### src/rtl/xyz_to_rgb_exp_tonemap_unit_assert.svh
// ----------------------------------------------------------------------------
// XYZ to RGB tone map unit: assertion macros
// Shorthand for clocked assertions on clk, disabled while rst_n is low.
// ----------------------------------------------------------------------------
`ifndef XYZ_TO_RGB_EXP_TONEMAP_UNIT_ASSERT_SVH
`define XYZ_TO_RGB_EXP_TONEMAP_UNIT_ASSERT_SVH

// consequent checked in the same cycle as the antecedent
`define XTM_ASSERT_SAME(lbl, ante, cons) \
    lbl: assert property (@(posedge clk) disable iff (!rst_n) (ante) |-> (cons)) \
        else $error("xyztm: same-cycle check failed");

// consequent checked in the cycle after the antecedent
`define XTM_ASSERT_NEXT(lbl, ante, cons) \
    lbl: assert property (@(posedge clk) disable iff (!rst_n) (ante) |=> (cons)) \
        else $error("xyztm: next-cycle check failed");

`endif

### src/rtl/xyztm_pkg.sv
// ----------------------------------------------------------------------------
// xyztm_pkg
// Types, fixed-point formats, constants and stage layout of the XYZ to RGB
// exponential tone map pipeline.
// ----------------------------------------------------------------------------
`default_nettype none

package xyztm_pkg;

    // field formats
    localparam int IN_W    = 24;              // signed Q8.16 input
    localparam int FRAC_IN = 16;
    localparam int OUT_F   = 16;              // unsigned Q0.16 output
    localparam int GAIN_W  = 16;              // unsigned Q8.8 gain
    localparam int COEF_W  = 19;              // signed Q.16 matrix coefficient

    // datapath widths
    localparam int PROD_W = IN_W + COEF_W - 1;     // one coefficient product
    localparam int SUM_W  = IN_W + COEF_W;         // row sum in Q.32, |row| < 2^42
    localparam int T_W    = SUM_W - 1 - FRAC_IN;   // rounded positive channel
    localparam int A_W    = T_W + GAIN_W;          // channel times gain, Q.24
    localparam int AL_W   = 29;                    // unsaturated a fits here
    localparam int LIFT   = 8;                     // Q.24 -> Q.32
    localparam int AX_W   = AL_W + LIFT;           // argument in Q.32
    localparam int RC_W   = 9;                     // reciprocal of ln2
    localparam int Q_W    = 32;                    // Q.32 fraction
    localparam int N_W    = AL_W + RC_W - Q_W;     // exponent shift count

    localparam logic [GAIN_W-1:0] GAIN_RESET = 16'd256;

    localparam logic [Q_W:0]     ONE_Q32   = 33'h1_0000_0000;
    localparam logic [Q_W-1:0]   LN2_Q32   = 32'd2977044472;
    // smallest a (Q.24) whose argument reaches 40*ln2
    localparam logic [AL_W-1:0]  SAT_A     = 29'd465163199;
    // floor(2^40 / LN2_Q32), quotient estimate is at most one low
    localparam logic [RC_W-1:0]  RECIP_LN2 = 9'd369;
    localparam logic [SUM_W-2:0] HALF_IN   = (SUM_W - 1)'(32768);
    localparam logic [Q_W:0]     HALF_OUT  = (Q_W + 1)'(1) << (Q_W - 1 - OUT_F);

    // Horner evaluation of exp(-r), one term per step
    localparam int EXP_TERMS = 13;

    // floor(x / k) = (x * DIV_M[k]) >> (32 + DIV_L[k]) for any 32-bit x
    localparam logic [Q_W:0] DIV_M [1:EXP_TERMS] = '{
        33'd4294967296, 33'd4294967296, 33'd5726623062, 33'd4294967296,
        33'd6871947674, 33'd5726623062, 33'd4908534053, 33'd4294967296,
        33'd7635497416, 33'd6871947674, 33'd6247225158, 33'd5726623062,
        33'd5286113596
    };
    localparam logic [2:0] DIV_L [1:EXP_TERMS] = '{
        3'd0, 3'd1, 3'd2, 3'd2, 3'd3, 3'd3, 3'd3, 3'd3,
        3'd4, 3'd4, 3'd4, 3'd4, 3'd4
    };

    // pipeline stage layout
    localparam int ST_MAT     = 0;
    localparam int MAT_STAGES = 2;
    localparam int ST_RED     = ST_MAT + MAT_STAGES;
    localparam int RED_STAGES = 5;
    localparam int ST_EXP     = ST_RED + RED_STAGES;
    localparam int EXP_STAGES = 2 * EXP_TERMS + 1;
    localparam int ST_OUT     = ST_EXP + EXP_STAGES;
    localparam int NUM_STAGES = ST_OUT + 1;

    typedef logic signed [COEF_W-1:0] coef_t;
    typedef logic signed [SUM_W-1:0]  sum_t;

    // XYZ to linear sRGB, rows red, green, blue; columns X, Y, Z
    localparam coef_t MAT_Q16 [3][3] = '{
        '{ 19'sd212368, -19'sd100739,  -19'sd32672},
        '{-19'sd63521,   19'sd122945,   19'sd2723 },
        '{ 19'sd3647,   -19'sd13372,    19'sd69292}
    };

    typedef struct packed {
        logic signed [IN_W-1:0] x_in;
        logic signed [IN_W-1:0] y_in;
        logic signed [IN_W-1:0] z_in;
    } pix_in_t;

    typedef struct packed {
        logic [OUT_F-1:0] red_out;
        logic [OUT_F-1:0] green_out;
        logic [OUT_F-1:0] blue_out;
    } pix_out_t;

    // range-reduced channel handed to the exp pipeline
    typedef struct packed {
        logic           zero;   // channel was not positive
        logic           full;   // argument at or beyond 40*ln2
        logic [N_W-1:0] n;
        logic [Q_W-1:0] r;
    } red_t;

endpackage

`default_nettype wire

### src/rtl/xyztm_matrix.sv
// ----------------------------------------------------------------------------
// xyztm_matrix
// 3x3 XYZ to linear RGB matrix: one stage of products, one stage of sums.
// ----------------------------------------------------------------------------
`default_nettype none

module xyztm_matrix (
    input  wire logic                                 clk,
    input  wire logic [xyztm_pkg::MAT_STAGES-1:0]     adv,
    input  wire xyztm_pkg::pix_in_t                   in_data,
    output xyztm_pkg::sum_t [2:0]                     sum_data
);
    import xyztm_pkg::*;

    logic signed [IN_W-1:0]   vin       [3];
    logic signed [PROD_W-1:0] prod_next [3][3];
    logic signed [PROD_W-1:0] prod_reg  [3][3];
    sum_t                     sum_next  [3];
    sum_t [2:0]               sum_reg;

    assign vin[0] = in_data.x_in;
    assign vin[1] = in_data.y_in;
    assign vin[2] = in_data.z_in;

    // coefficient products
    always_comb
    begin
        for (int r = 0; r < 3; r++)
        begin
            for (int c = 0; c < 3; c++)
            begin
                prod_next[r][c] = PROD_W'(vin[c]) * PROD_W'(MAT_Q16[r][c]);
            end
        end
    end

    always_ff @(posedge clk)
    begin
        if (adv[0])
        begin
            prod_reg <= prod_next;
        end
    end

    // row sums, exact Q.32
    always_comb
    begin
        for (int r = 0; r < 3; r++)
        begin
            sum_next[r] = SUM_W'(prod_reg[r][0]) + SUM_W'(prod_reg[r][1])
                        + SUM_W'(prod_reg[r][2]);
        end
    end

    always_ff @(posedge clk)
    begin
        if (adv[1])
        begin
            for (int r = 0; r < 3; r++)
            begin
                sum_reg[r] <= sum_next[r];
            end
        end
    end

    assign sum_data = sum_reg;

endmodule

`default_nettype wire

### config.mk
export PLATFORM = sky130hd
export DESIGN_NAME = xyztm_matrix
export DESIGN_NICKNAME = d
export VERILOG_FILES = /design/src/rtl/xyz_to_rgb_exp_tonemap_unit_assert.svh /design/src/rtl/xyztm_pkg.sv /design/src/rtl/xyztm_matrix.sv
export SDC_FILE = /design/constraint.sdc
export NUM_CORES = 2
export LEC_CHECK = 0
export BUFFER_PORTS_ARGS = -buffer_cell sky130_fd_sc_hd__buf_2
export CORE_MARGIN = 5
export CORE_UTILIZATION = 35
export DETAILED_ROUTE_END_ITERATION = 6
export HOLD_SLACK_MARGIN = 0.15
export MAX_ROUTING_LAYER = met4
export SLEW_MARGIN = 20
export SYNTH_ARGS = -nofsm -noshare
export SYNTH_HDL_FRONTEND = slang
export SYNTH_SLANG_ARGS = --single-unit
### constraint.sdc
create_clock -name clk -period 11.1 [get_ports clk]
set_clock_uncertainty 0.2 [all_clocks]
set_input_delay 2.22 -clock clk [delete_from_list [all_inputs] [get_ports clk]]
set_output_delay 2.22 -clock clk [all_outputs]
set_load 0.01 [all_outputs]
==> flow_metrics.tcl <==
set metrics [dict create \
    cap_violations 0 \
    synth_cell_types 76 \
    io_pins 204 \
    drt_wl_total_mm 232.7 \
    cts_tree "done" \
    yosys-top-cells-area "fa_1 32%, ha_1 20%, edfxtp_1 19%, inv_1 9.0%, xnor2_1 3.5%" \
    clk_latency_ns 0.71 \
    fin_crit_sh_pct 77.98 \
    yosysSeqAreaShare_pct 18.60 \
    yosys.area.top_type "fa_1" \
    die_area_um2 222000 \
    syn_nets 9503 \
    grt_max_degree 152 \
    nets 9722 \
    worst_pin_slew_ns 1.062 \
    die_w_um 471.1 \
    path_depth 22 \
    yosysWarnings 0 \
    critPathKind "input port to register" \
    dr_total_vias 50620 \
    cp_top_family "adder cells" \
    relSlewSlack_pct 28.47 \
    syn_to_final_growth_pct 8.689 \
    worstPathRequired_ns 11.30 \
    grt_usage_pct 21.47 \
    hold_class "register to register" \
    async_flop_share_pct 0 \
    r2r_slack_ns 5.51 \
    place_area_um2 78860 \
    finalCriticalPeriod_ns 8.656 \
    reg2reg_to "sum_data[82]" \
    crit_top_cell "fa_1" \
    max_stage_delay_ns 0.67 \
    clock_sinks 461 \
    grt_pass1_vias 52670 \
    syn_area_um2 74420 \
    cts-resized-gates 0 \
    largest_reg_flops 332 \
    clock_path_buffers 3 \
    cts.htree.levels 2 \
    coreArea_um2 211900 \
    start_util_pct 35.13 \
    netlist_instances 7043 \
    drive_gt1_share_pct 4.868 \
    ant_nets 0 \
    setup_viol 0 \
    place.detailed.hpwl_mm 202.7 \
    finalHoldViolCount 0 \
    synth-edff-count 461 \
    crit_arrival_ns 8.85 \
    grt_overflow 0 \
    portBuffers 203 \
    drtIter0Drc 3737 \
    vias_per_cell 4.987 \
    synth_common_cells "1776 x inv_1, 1198 x ha_1, 1187 x fa_1" \
    fin_tns_setup_ns 0 \
    cts_setup_buffers 0 \
    crit_path_end "prod_reg[332]" \
    path_clk_slew_ns 0.07 \
    synth_top_area_share_pct 31.93 \
    drt_first_pass_iters 7 \
    finalMaxSlewViolations 0 \
    synth.most_common_cell "inv_1" \
    drc 0 \
    crit_slowest_cell "o41ai_1" \
    max_freq_mhz 115.5 \
    cp.buffers_inverters 5 \
    numCtsBuffers 61 \
    crit_start "in_data[24]" \
    crit_chain "buf_2 > ha_1 > inv_1 > fa_1 > inv_1 > fa_1 > fa_1 > fa_1 > inv_1 > fa_1 > inv_1 > ha_1 > and4_1 > o2111ai_1 > o2bb2ai_1 > o21a_1 > nor2_1 > o221ai_1 > a21oi_1 > o31a_1 > o41ai_1 > xor2_1" \
    die_h_um 471.1 \
    syn_avg_cell_area_um2 10.57 \
    r2r_cells 16 \
    crit_path_end_kind "register" \
    post_drt_wl_per_cell_um 22.93 \
    worstPathMaxFanout 17 \
    gp_congestion 0.9718 \
    rsz0062_at_grt "false" \
    rows 169 \
    rr_startpoint "prod_reg[126]" \
    ys.flop_type "edfxtp_1" \
    cts_hold_buf 0 \
    ys_seq_elements 461 \
    start_kind "input port" \
    final_area_um2 80890 \
    grt_pass1_wl_mm 344.9 \
    outcome "complete, no violations" \
    clockRootBuffer "clkbuf_16" \
    antenna_found_initial 15 \
]
layout make-up:
class	instances	area [um^2]
Multi-Input combinational cell	4747	53690
Timing Repair Buffer	215	1137
Inverter	1776	6666
Antenna cell	16	40.04
Fill cell	21050	131000
Tap cell	2821	3530
Clock inverter	45	399.1
Clock buffer	69	1578
Sequential cell	461	13840
worst min-delay path by stage:
stage                  end  slack (ns)  cells after the start     startpoint
3_3_place_gp   sum_data[2]        0.21                      0  prod_reg[296]
5_1_grt        sum_data[2]        0.24                      0  prod_reg[296]
3_5_place_dp   sum_data[2]        0.22                      0  prod_reg[296]
4_1_cts        sum_data[2]        0.23                      0  prod_reg[296]
2_1_floorplan  sum_data[2]        0.20                      0  prod_reg[296]
6_report       sum_data[2]        0.23                      0  prod_reg[296]
metrics by stage:
step / hold WS, ns / setup WS (ns) / util [%] / instances
floorplan: 0.2003 / 3.205 / - / 7043
global route: 0.2379 / 2.147 / 38.17 / 10140
global placement: 0.2105 / 1.893 / 37.22 / 10020
finish: 0.2263 / 2.444 / 38.18 / 10150
CTS: 0.2291 / 2.605 / 38.16 / 10130
detailed placement: 0.2152 / 1.835 / 37.22 / 10020
per-layer routing:
metal	part of all wire, %	GRT usage, %
met4	3.3	6.042
met5	0	-
met1	45	29.25
met3	4.5	2.206
met2	47	34.20
cell families after synthesis:
group	count (synthesis)	synth area share [%]
flops	461	18.60
buf+inv	1835	9.259
compound gates	1171	9.987
mux	6	0.08238
simple gates	757	4.963
fa+ha+maj	2385	52.07
xor+xnor	428	5.037
layout by cell type (no fill, tap or decap), types with 191 or more instances in the layout:
cell         n
inv_1     1776
a21oi_1    405
ha_1      1198
fa_1      1187
nor2_1     198
nand2_1    191
xnor2_1    301
edfxtp_1   461
o21ai_0    205
buf_2      200
a21o_1     193
worst register-to-register path: cells and delay by family, from the launching register on:
family / cells / cell delay (ns)
AND/OR/NAND/NOR: 1 / 0.18
buffers and inverters: 3 / 0.29
adder cells (fa/ha/maj): 3 / 1.02
flip-flops: 1 / 0.57
XOR/XNOR: 1 / 0.22
AO/OA/AOI/OAI: 8 / 2.92
Power is not shown: default switching activity piles up to over one toggle a cycle in this logic, so the estimate is an artifact.
