$ cat src/rtl/xyz_to_rgb_exp_tonemap_unit_assert.svh
// ----------------------------------------------------------------------------
// XYZ to RGB tone map unit: assertion macros
// Shorthand for clocked assertions on clk, disabled while rst_n is low.
// ----------------------------------------------------------------------------
`ifndef XYZ_TO_RGB_EXP_TONEMAP_UNIT_ASSERT_SVH
`define XYZ_TO_RGB_EXP_TONEMAP_UNIT_ASSERT_SVH

// consequent checked in the same cycle as the antecedent
`define XTM_ASSERT_SAME(lbl, ante, cons) \
    lbl: assert property (@(posedge clk) disable iff (!rst_n) (ante) |-> (cons)) \
        else $error("xyztm: same-cycle check failed");

// consequent checked in the cycle after the antecedent
`define XTM_ASSERT_NEXT(lbl, ante, cons) \
    lbl: assert property (@(posedge clk) disable iff (!rst_n) (ante) |=> (cons)) \
        else $error("xyztm: next-cycle check failed");

`endif

$ cat src/rtl/xyztm_pkg.sv
// ----------------------------------------------------------------------------
// xyztm_pkg
// Types, fixed-point formats, constants and stage layout of the XYZ to RGB
// exponential tone map pipeline.
// ----------------------------------------------------------------------------
`default_nettype none

package xyztm_pkg;

    // field formats
    localparam int IN_W    = 24;              // signed Q8.16 input
    localparam int FRAC_IN = 16;
    localparam int OUT_F   = 16;              // unsigned Q0.16 output
    localparam int GAIN_W  = 16;              // unsigned Q8.8 gain
    localparam int COEF_W  = 19;              // signed Q.16 matrix coefficient

    // datapath widths
    localparam int PROD_W = IN_W + COEF_W - 1;     // one coefficient product
    localparam int SUM_W  = IN_W + COEF_W;         // row sum in Q.32, |row| < 2^42
    localparam int T_W    = SUM_W - 1 - FRAC_IN;   // rounded positive channel
    localparam int A_W    = T_W + GAIN_W;          // channel times gain, Q.24
    localparam int AL_W   = 29;                    // unsaturated a fits here
    localparam int LIFT   = 8;                     // Q.24 -> Q.32
    localparam int AX_W   = AL_W + LIFT;           // argument in Q.32
    localparam int RC_W   = 9;                     // reciprocal of ln2
    localparam int Q_W    = 32;                    // Q.32 fraction
    localparam int N_W    = AL_W + RC_W - Q_W;     // exponent shift count

    localparam logic [GAIN_W-1:0] GAIN_RESET = 16'd256;

    localparam logic [Q_W:0]     ONE_Q32   = 33'h1_0000_0000;
    localparam logic [Q_W-1:0]   LN2_Q32   = 32'd2977044472;
    // smallest a (Q.24) whose argument reaches 40*ln2
    localparam logic [AL_W-1:0]  SAT_A     = 29'd465163199;
    // floor(2^40 / LN2_Q32), quotient estimate is at most one low
    localparam logic [RC_W-1:0]  RECIP_LN2 = 9'd369;
    localparam logic [SUM_W-2:0] HALF_IN   = (SUM_W - 1)'(32768);
    localparam logic [Q_W:0]     HALF_OUT  = (Q_W + 1)'(1) << (Q_W - 1 - OUT_F);

    // Horner evaluation of exp(-r), one term per step
    localparam int EXP_TERMS = 13;

    // floor(x / k) = (x * DIV_M[k]) >> (32 + DIV_L[k]) for any 32-bit x
    localparam logic [Q_W:0] DIV_M [1:EXP_TERMS] = '{
        33'd4294967296, 33'd4294967296, 33'd5726623062, 33'd4294967296,
        33'd6871947674, 33'd5726623062, 33'd4908534053, 33'd4294967296,
        33'd7635497416, 33'd6871947674, 33'd6247225158, 33'd5726623062,
        33'd5286113596
    };
    localparam logic [2:0] DIV_L [1:EXP_TERMS] = '{
        3'd0, 3'd1, 3'd2, 3'd2, 3'd3, 3'd3, 3'd3, 3'd3,
        3'd4, 3'd4, 3'd4, 3'd4, 3'd4
    };

    // pipeline stage layout
    localparam int ST_MAT     = 0;
    localparam int MAT_STAGES = 2;
    localparam int ST_RED     = ST_MAT + MAT_STAGES;
    localparam int RED_STAGES = 5;
    localparam int ST_EXP     = ST_RED + RED_STAGES;
    localparam int EXP_STAGES = 2 * EXP_TERMS + 1;
    localparam int ST_OUT     = ST_EXP + EXP_STAGES;
    localparam int NUM_STAGES = ST_OUT + 1;

    typedef logic signed [COEF_W-1:0] coef_t;
    typedef logic signed [SUM_W-1:0]  sum_t;

    // XYZ to linear sRGB, rows red, green, blue; columns X, Y, Z
    localparam coef_t MAT_Q16 [3][3] = '{
        '{ 19'sd212368, -19'sd100739,  -19'sd32672},
        '{-19'sd63521,   19'sd122945,   19'sd2723 },
        '{ 19'sd3647,   -19'sd13372,    19'sd69292}
    };

    typedef struct packed {
        logic signed [IN_W-1:0] x_in;
        logic signed [IN_W-1:0] y_in;
        logic signed [IN_W-1:0] z_in;
    } pix_in_t;

    typedef struct packed {
        logic [OUT_F-1:0] red_out;
        logic [OUT_F-1:0] green_out;
        logic [OUT_F-1:0] blue_out;
    } pix_out_t;

    // range-reduced channel handed to the exp pipeline
    typedef struct packed {
        logic           zero;   // channel was not positive
        logic           full;   // argument at or beyond 40*ln2
        logic [N_W-1:0] n;
        logic [Q_W-1:0] r;
    } red_t;

endpackage

`default_nettype wire

$ cat src/rtl/xyztm_reduce.sv
// ----------------------------------------------------------------------------
// xyztm_reduce
// One channel: round to Q.16, apply gain, split the argument into n*ln2 + r.
// ----------------------------------------------------------------------------
`default_nettype none

module xyztm_reduce (
    input  wire logic                                 clk,
    input  wire logic [xyztm_pkg::RED_STAGES-1:0]     adv,
    input  wire xyztm_pkg::sum_t                      sum_in,
    input  wire logic [xyztm_pkg::GAIN_W-1:0]         gain,
    output xyztm_pkg::red_t                           red_out
);
    import xyztm_pkg::*;

    logic                  pos_next;
    logic [SUM_W-2:0]      rnd;
    logic [T_W-1:0]        t_reg;
    logic                  pos_t_reg;

    logic [A_W-1:0]        a_next;
    logic [A_W-1:0]        a_reg;
    logic                  pos_a_reg;

    logic [AL_W+RC_W-1:0]  est;
    logic [N_W-1:0]        q0_reg;
    logic [AL_W-1:0]       al_reg;
    logic                  pos_q_reg;
    logic                  sat_q_reg;

    logic [AX_W-1:0]       qm;
    logic [AX_W-1:0]       diff;
    logic [Q_W:0]          r0_reg;
    logic [N_W-1:0]        q0_r_reg;
    logic                  pos_r_reg;
    logic                  sat_r_reg;

    logic                  ge;
    logic [Q_W:0]          r_sub;
    red_t                  st_next;
    red_t                  st_reg;

    // positive test and rounding to Q.16
    assign pos_next = !sum_in[SUM_W-1] && (sum_in != '0);
    assign rnd      = sum_in[SUM_W-2:0] + HALF_IN;

    always_ff @(posedge clk)
    begin
        if (adv[0])
        begin
            t_reg     <= rnd[SUM_W-2:FRAC_IN];
            pos_t_reg <= pos_next;
        end
    end

    // exposure gain, Q.16 * Q8.8 = Q.24
    assign a_next = A_W'(t_reg) * A_W'(gain);

    always_ff @(posedge clk)
    begin
        if (adv[1])
        begin
            a_reg     <= a_next;
            pos_a_reg <= pos_t_reg;
        end
    end

    // saturation test and quotient estimate by reciprocal
    assign est = (AL_W + RC_W)'(a_reg[AL_W-1:0]) * (AL_W + RC_W)'(RECIP_LN2);

    always_ff @(posedge clk)
    begin
        if (adv[2])
        begin
            q0_reg    <= est[AL_W+RC_W-1:Q_W];
            al_reg    <= a_reg[AL_W-1:0];
            pos_q_reg <= pos_a_reg;
            sat_q_reg <= (a_reg >= A_W'(SAT_A));
        end
    end

    // remainder of the estimate, below 2*ln2
    assign qm   = AX_W'(q0_reg) * AX_W'(LN2_Q32);
    assign diff = {al_reg, {LIFT{1'b0}}} - qm;

    always_ff @(posedge clk)
    begin
        if (adv[3])
        begin
            r0_reg    <= diff[Q_W:0];
            q0_r_reg  <= q0_reg;
            pos_r_reg <= pos_q_reg;
            sat_r_reg <= sat_q_reg;
        end
    end

    // one correction step
    assign ge    = (r0_reg >= {1'b0, LN2_Q32});
    assign r_sub = r0_reg - {1'b0, LN2_Q32};

    always_comb
    begin
        st_next.zero = !pos_r_reg;
        st_next.full = pos_r_reg && sat_r_reg;
        st_next.n    = ge ? q0_r_reg + N_W'(1) : q0_r_reg;
        st_next.r    = ge ? r_sub[Q_W-1:0] : r0_reg[Q_W-1:0];
    end

    always_ff @(posedge clk)
    begin
        if (adv[4])
        begin
            st_reg <= st_next;
        end
    end

    assign red_out = st_reg;

endmodule

`default_nettype wire

$ cat config.mk
export PLATFORM = sky130hd
export DESIGN_NAME = xyztm_reduce
export DESIGN_NICKNAME = d
export VERILOG_FILES = /design/src/rtl/xyz_to_rgb_exp_tonemap_unit_assert.svh /design/src/rtl/xyztm_pkg.sv /design/src/rtl/xyztm_reduce.sv
export SDC_FILE = /design/constraint.sdc
export NUM_CORES = 2
export LEC_CHECK = 0
export ABC_CLOCK_PERIOD_IN_PS = 7000
export BUFFER_PORTS_ARGS = -buffer_cell sky130_fd_sc_hd__buf_2
export CAP_MARGIN = 20
export CORE_UTILIZATION = 45
export CTS_BUF_LIST = sky130_fd_sc_hd__clkbuf_8
export DETAILED_ROUTE_END_ITERATION = 7
export SETUP_SLACK_MARGIN = 0.3
export SLEW_MARGIN = 20
export SYNTH_ARGS = -nofsm -noshare
export SYNTH_HDL_FRONTEND = slang
export SYNTH_SLANG_ARGS = --single-unit
$ cat constraint.sdc
create_clock -name clk -period 7 [get_ports clk]
set_input_delay 0 -clock clk [delete_from_list [all_inputs] [get_ports clk]]
set_output_delay 0 -clock clk [all_outputs]
set_load 0.01 [all_outputs]
==> impl_results.md <==
- Outcome: complete, no violations
- Die width: 250 um
- Crit path required time: 7.33 ns
- Setup violators final: 0
- Multi-input logic area: 0.0199 mm^2
- CTS sink cnt: 176
- CTS buffer count: 17
- H-tree Lvls: 4
- Minimum clock period: 6.49 ns
- R2R cell count: 22
- Post-DP HPWL: 53.9 mm
- Pre-antenna DRT Iters: 5
- CP Capture Type: flop
- Die ar.: 0.0624 mm^2
- Vias post-DR: 19.5k
- WL per Instance: 17.7 um
- Synth-to-Final Area Change: 9.67%
- Synthesized cell area: 0.0276 mm^2
- Top cell type's share of synthesized area: 0.314
- Longest Clk Path Bufs: 2
- Crit start category: flop
- Number of global-route vias before repair: 20.9k
- Reg2Reg Launch Point: t_reg[6]$_DFFE_PP_
- Reg clk slew, reported paths: 0.13 ns
- Post-route ant nets: 0
- Global Route Usage Sum: 0.221
- R2R Setup Slk: 0.51 ns
- Commonest cells in the synthesized netlist: 581 x inv_1, 433 x fa_1, 328 x ha_1, 328 x nand2_1, 182 x and2_1
- Row count: 90
- Final Max Tran Viols: 0
- Hold_sp: adv[3]
- R2r endpoint: a_reg[40]$_DFFE_PP_
- Starting DRC count in detailed routing: 1003
- Clock skew: 0.0227 ns
- Synth Flop Type: edfxtp_1
- Clock root buffer: clkbuf_8
- Synth top area cells: fa_1 31%, edfxtp_1 19%, ha_1 15%
- Post-synth EDFFs: 176
- Max-cap violations: 0
- Cells after Synth: 2807
- Largest register FFs: 42
- Largest net degree at the start of global routing: 44
- Final WL: 66.5 mm
- Gr ovfl total: 0
- Initial antenna violation count: 1
- Reg area: 0.00529 mm^2
- Port bufs: 101
- Post-synth ARST share: 0
- CTS tree: yes
- Worst slew pin tran: 0.925 ns
- Setup_tns: 0 ns
- Fin area: 0.0303 mm^2
- GP Congestion: 0.905
- Distinct cell type count after synthesis: 73
- Synth warn: 0
- CP arrival: 6.83 ns
- Fin util: 0.501
- Top-count cell post-synth: inv_1
- Fill count: 5564
- Final hold vios: 0
- First-pass GRT wire length: 108 mm
- Worst hold path stage count: 1
- Period utilisation layout: 0.928
- Post-place instance area: 0.0290 mm^2
- Core area: 0.0605 mm^2
- # DRC: 0
- Setup Crit Path Kind: reg2reg
- Worst skew pair latency: 0.59 ns
- Layout cells sized above 1: 0.0759
- Biggest area consumer among synthesized cells: fa_1
- FMAX: 154 MHz
- Unrepaired setup endpoints after global routing: no
- Vias per cell: 5.21
- Worst Hold Class: in2reg
- Initial core utilization: 0.457
- Worst-path maximum fanout: 11
- Max transition margin: 0.383
- Register bit total from synthesis: 176
- Sequential fraction of the synthesis area: 0.191
- Hold EP: r0_reg[4]$_DFFE_PP_
- Die Y: 250 um
- Nets: 3776
- Syn Area/Cell: 9.84 um^2
- I/O pin cnt: 105
==> worst max-delay path: stages, from the launching register on <==
cell and delay, ns:
edfxtp_1 0.45, buf_4 0.16, buf_4 0.17, and2_1 0.18, fa_1 0.51, fa_1 0.52
fa_1 0.55, fa_1 0.53, fa_1 0.54, inv_1 0.05, fa_1 0.56, inv_1 0.06
ha_2 0.34, a21o_1 0.19, a21o_1 0.17, a21oi_1 0.15, o21ai_1 0.08, a31oi_1 0.25
buf_4 0.19, o211ai_1 0.15, a21oi_2 0.21, o21ai_1 0.10, xnor2_1 0.13
==> cells in the final DEF (no fill, tap or decap), types with 5 or more instances in the layout <==
| cell | netlist | final |
|---|---|---|
| a211oi_1 | 9 | 9 |
| a21o_1 | 68 | 68 |
| a21oi_1 | 89 | 88 |
| a31oi_1 | 13 | 13 |
| and2_1 | 182 | 182 |
| and3_1 | 20 | 20 |
| buf_2 | 0 | 101 |
| buf_4 | 6 | 59 |
| clkbuf_8 | 0 | 17 |
| clkinv_8 | 0 | 6 |
| dlygate4sd3_1 | 0 | 50 |
| edfxtp_1 | 176 | 176 |
| fa_1 | 433 | 433 |
| ha_1 | 328 | 322 |
| inv_1 | 581 | 581 |
| nand2_1 | 328 | 328 |
| nand2b_1 | 7 | 7 |
| nand3_1 | 43 | 43 |
| nand4_1 | 30 | 30 |
| nor2_1 | 66 | 66 |
| nor2b_1 | 18 | 18 |
| nor3_1 | 19 | 19 |
| nor4_1 | 13 | 12 |
| o211ai_1 | 5 | 5 |
| o21a_1 | 8 | 8 |
| o21ai_0 | 26 | 26 |
| o21ai_1 | 17 | 17 |
| or3_1 | 5 | 5 |
| xnor2_1 | 100 | 100 |
| xor2_1 | 54 | 54 |
==> cells by family after synthesis <==
kind of cell    share of synthesized area
simple gates                        0.132
buf+inv                            0.0923
flops                               0.191
fa+ha+maj                           0.463
xor+xnor                           0.0488
other cells                      0.000136
mux                              0.000408
compound gates                     0.0720
==> worst max-delay path by stage <==
stage	startpoint	end	slack, ns	cells after the start
after CTS	t_reg[9]$_DFFE_PP_	a_reg[41]$_DFFE_PP_	0.30	20
final	t_reg[6]$_DFFE_PP_	a_reg[40]$_DFFE_PP_	0.51	22
after global routing	t_reg[5]$_DFFE_PP_	a_reg[41]$_DFFE_PP_	0.28	22
after floorplan	t_reg[9]$_DFFE_PP_	a_reg[35]$_DFFE_PP_	0.86	22
after global placement	t_reg[11]$_DFFE_PP_	a_reg[39]$_DFFE_PP_	0.42	20
after detailed placement	t_reg[11]$_DFFE_PP_	a_reg[39]$_DFFE_PP_	0.30	20
==> final cells by class <==
cell class                 count  area share
multi-input combinational   1960       0.656
sequential                   176       0.175
inverter                     581      0.0720
timing repair buffer         214      0.0505
tap                          782      0.0323
clock buffer                  17     0.00773
clock inverter                15     0.00719
antenna                        2    0.000165
==> what timing repair did <==
action | in CTS | in global routing
pin swaps | 0 | 5
hold endpoints to repair | 83 | 0
hold buffers | 50 | 0
gates resized for setup | 0 | 12
setup buffers | 5 | 24
endpoints found under the setup margin | 2 | 13
==> through the flow <==
stage / setup WS, ns / std cells / hold slack, ns
CTS: 0.302 / 3721 / 0.00448
detailed placement: 0.300 / 3634 / 0.326
global route: 0.280 / 3746 / 0.0685
global placement: 0.422 / 3634 / 0.328
finish: 0.506 / 3747 / 0.0471
floorplan: 0.858 / 2809 / 0.112
==> metal layers <==
metal,track usage,vias to the layer above,share of wire
met5,0,-,0
met4,0.0765,0,0.027
met3,0.0307,101,0.045
met2,0.387,536,0.50
met1,0.280,9722,0.43
li1,-,9177,-
Power is left out: the tool's default activity adds up to more than one toggle a clock period on the data nets, which glitch-free logic cannot reach.
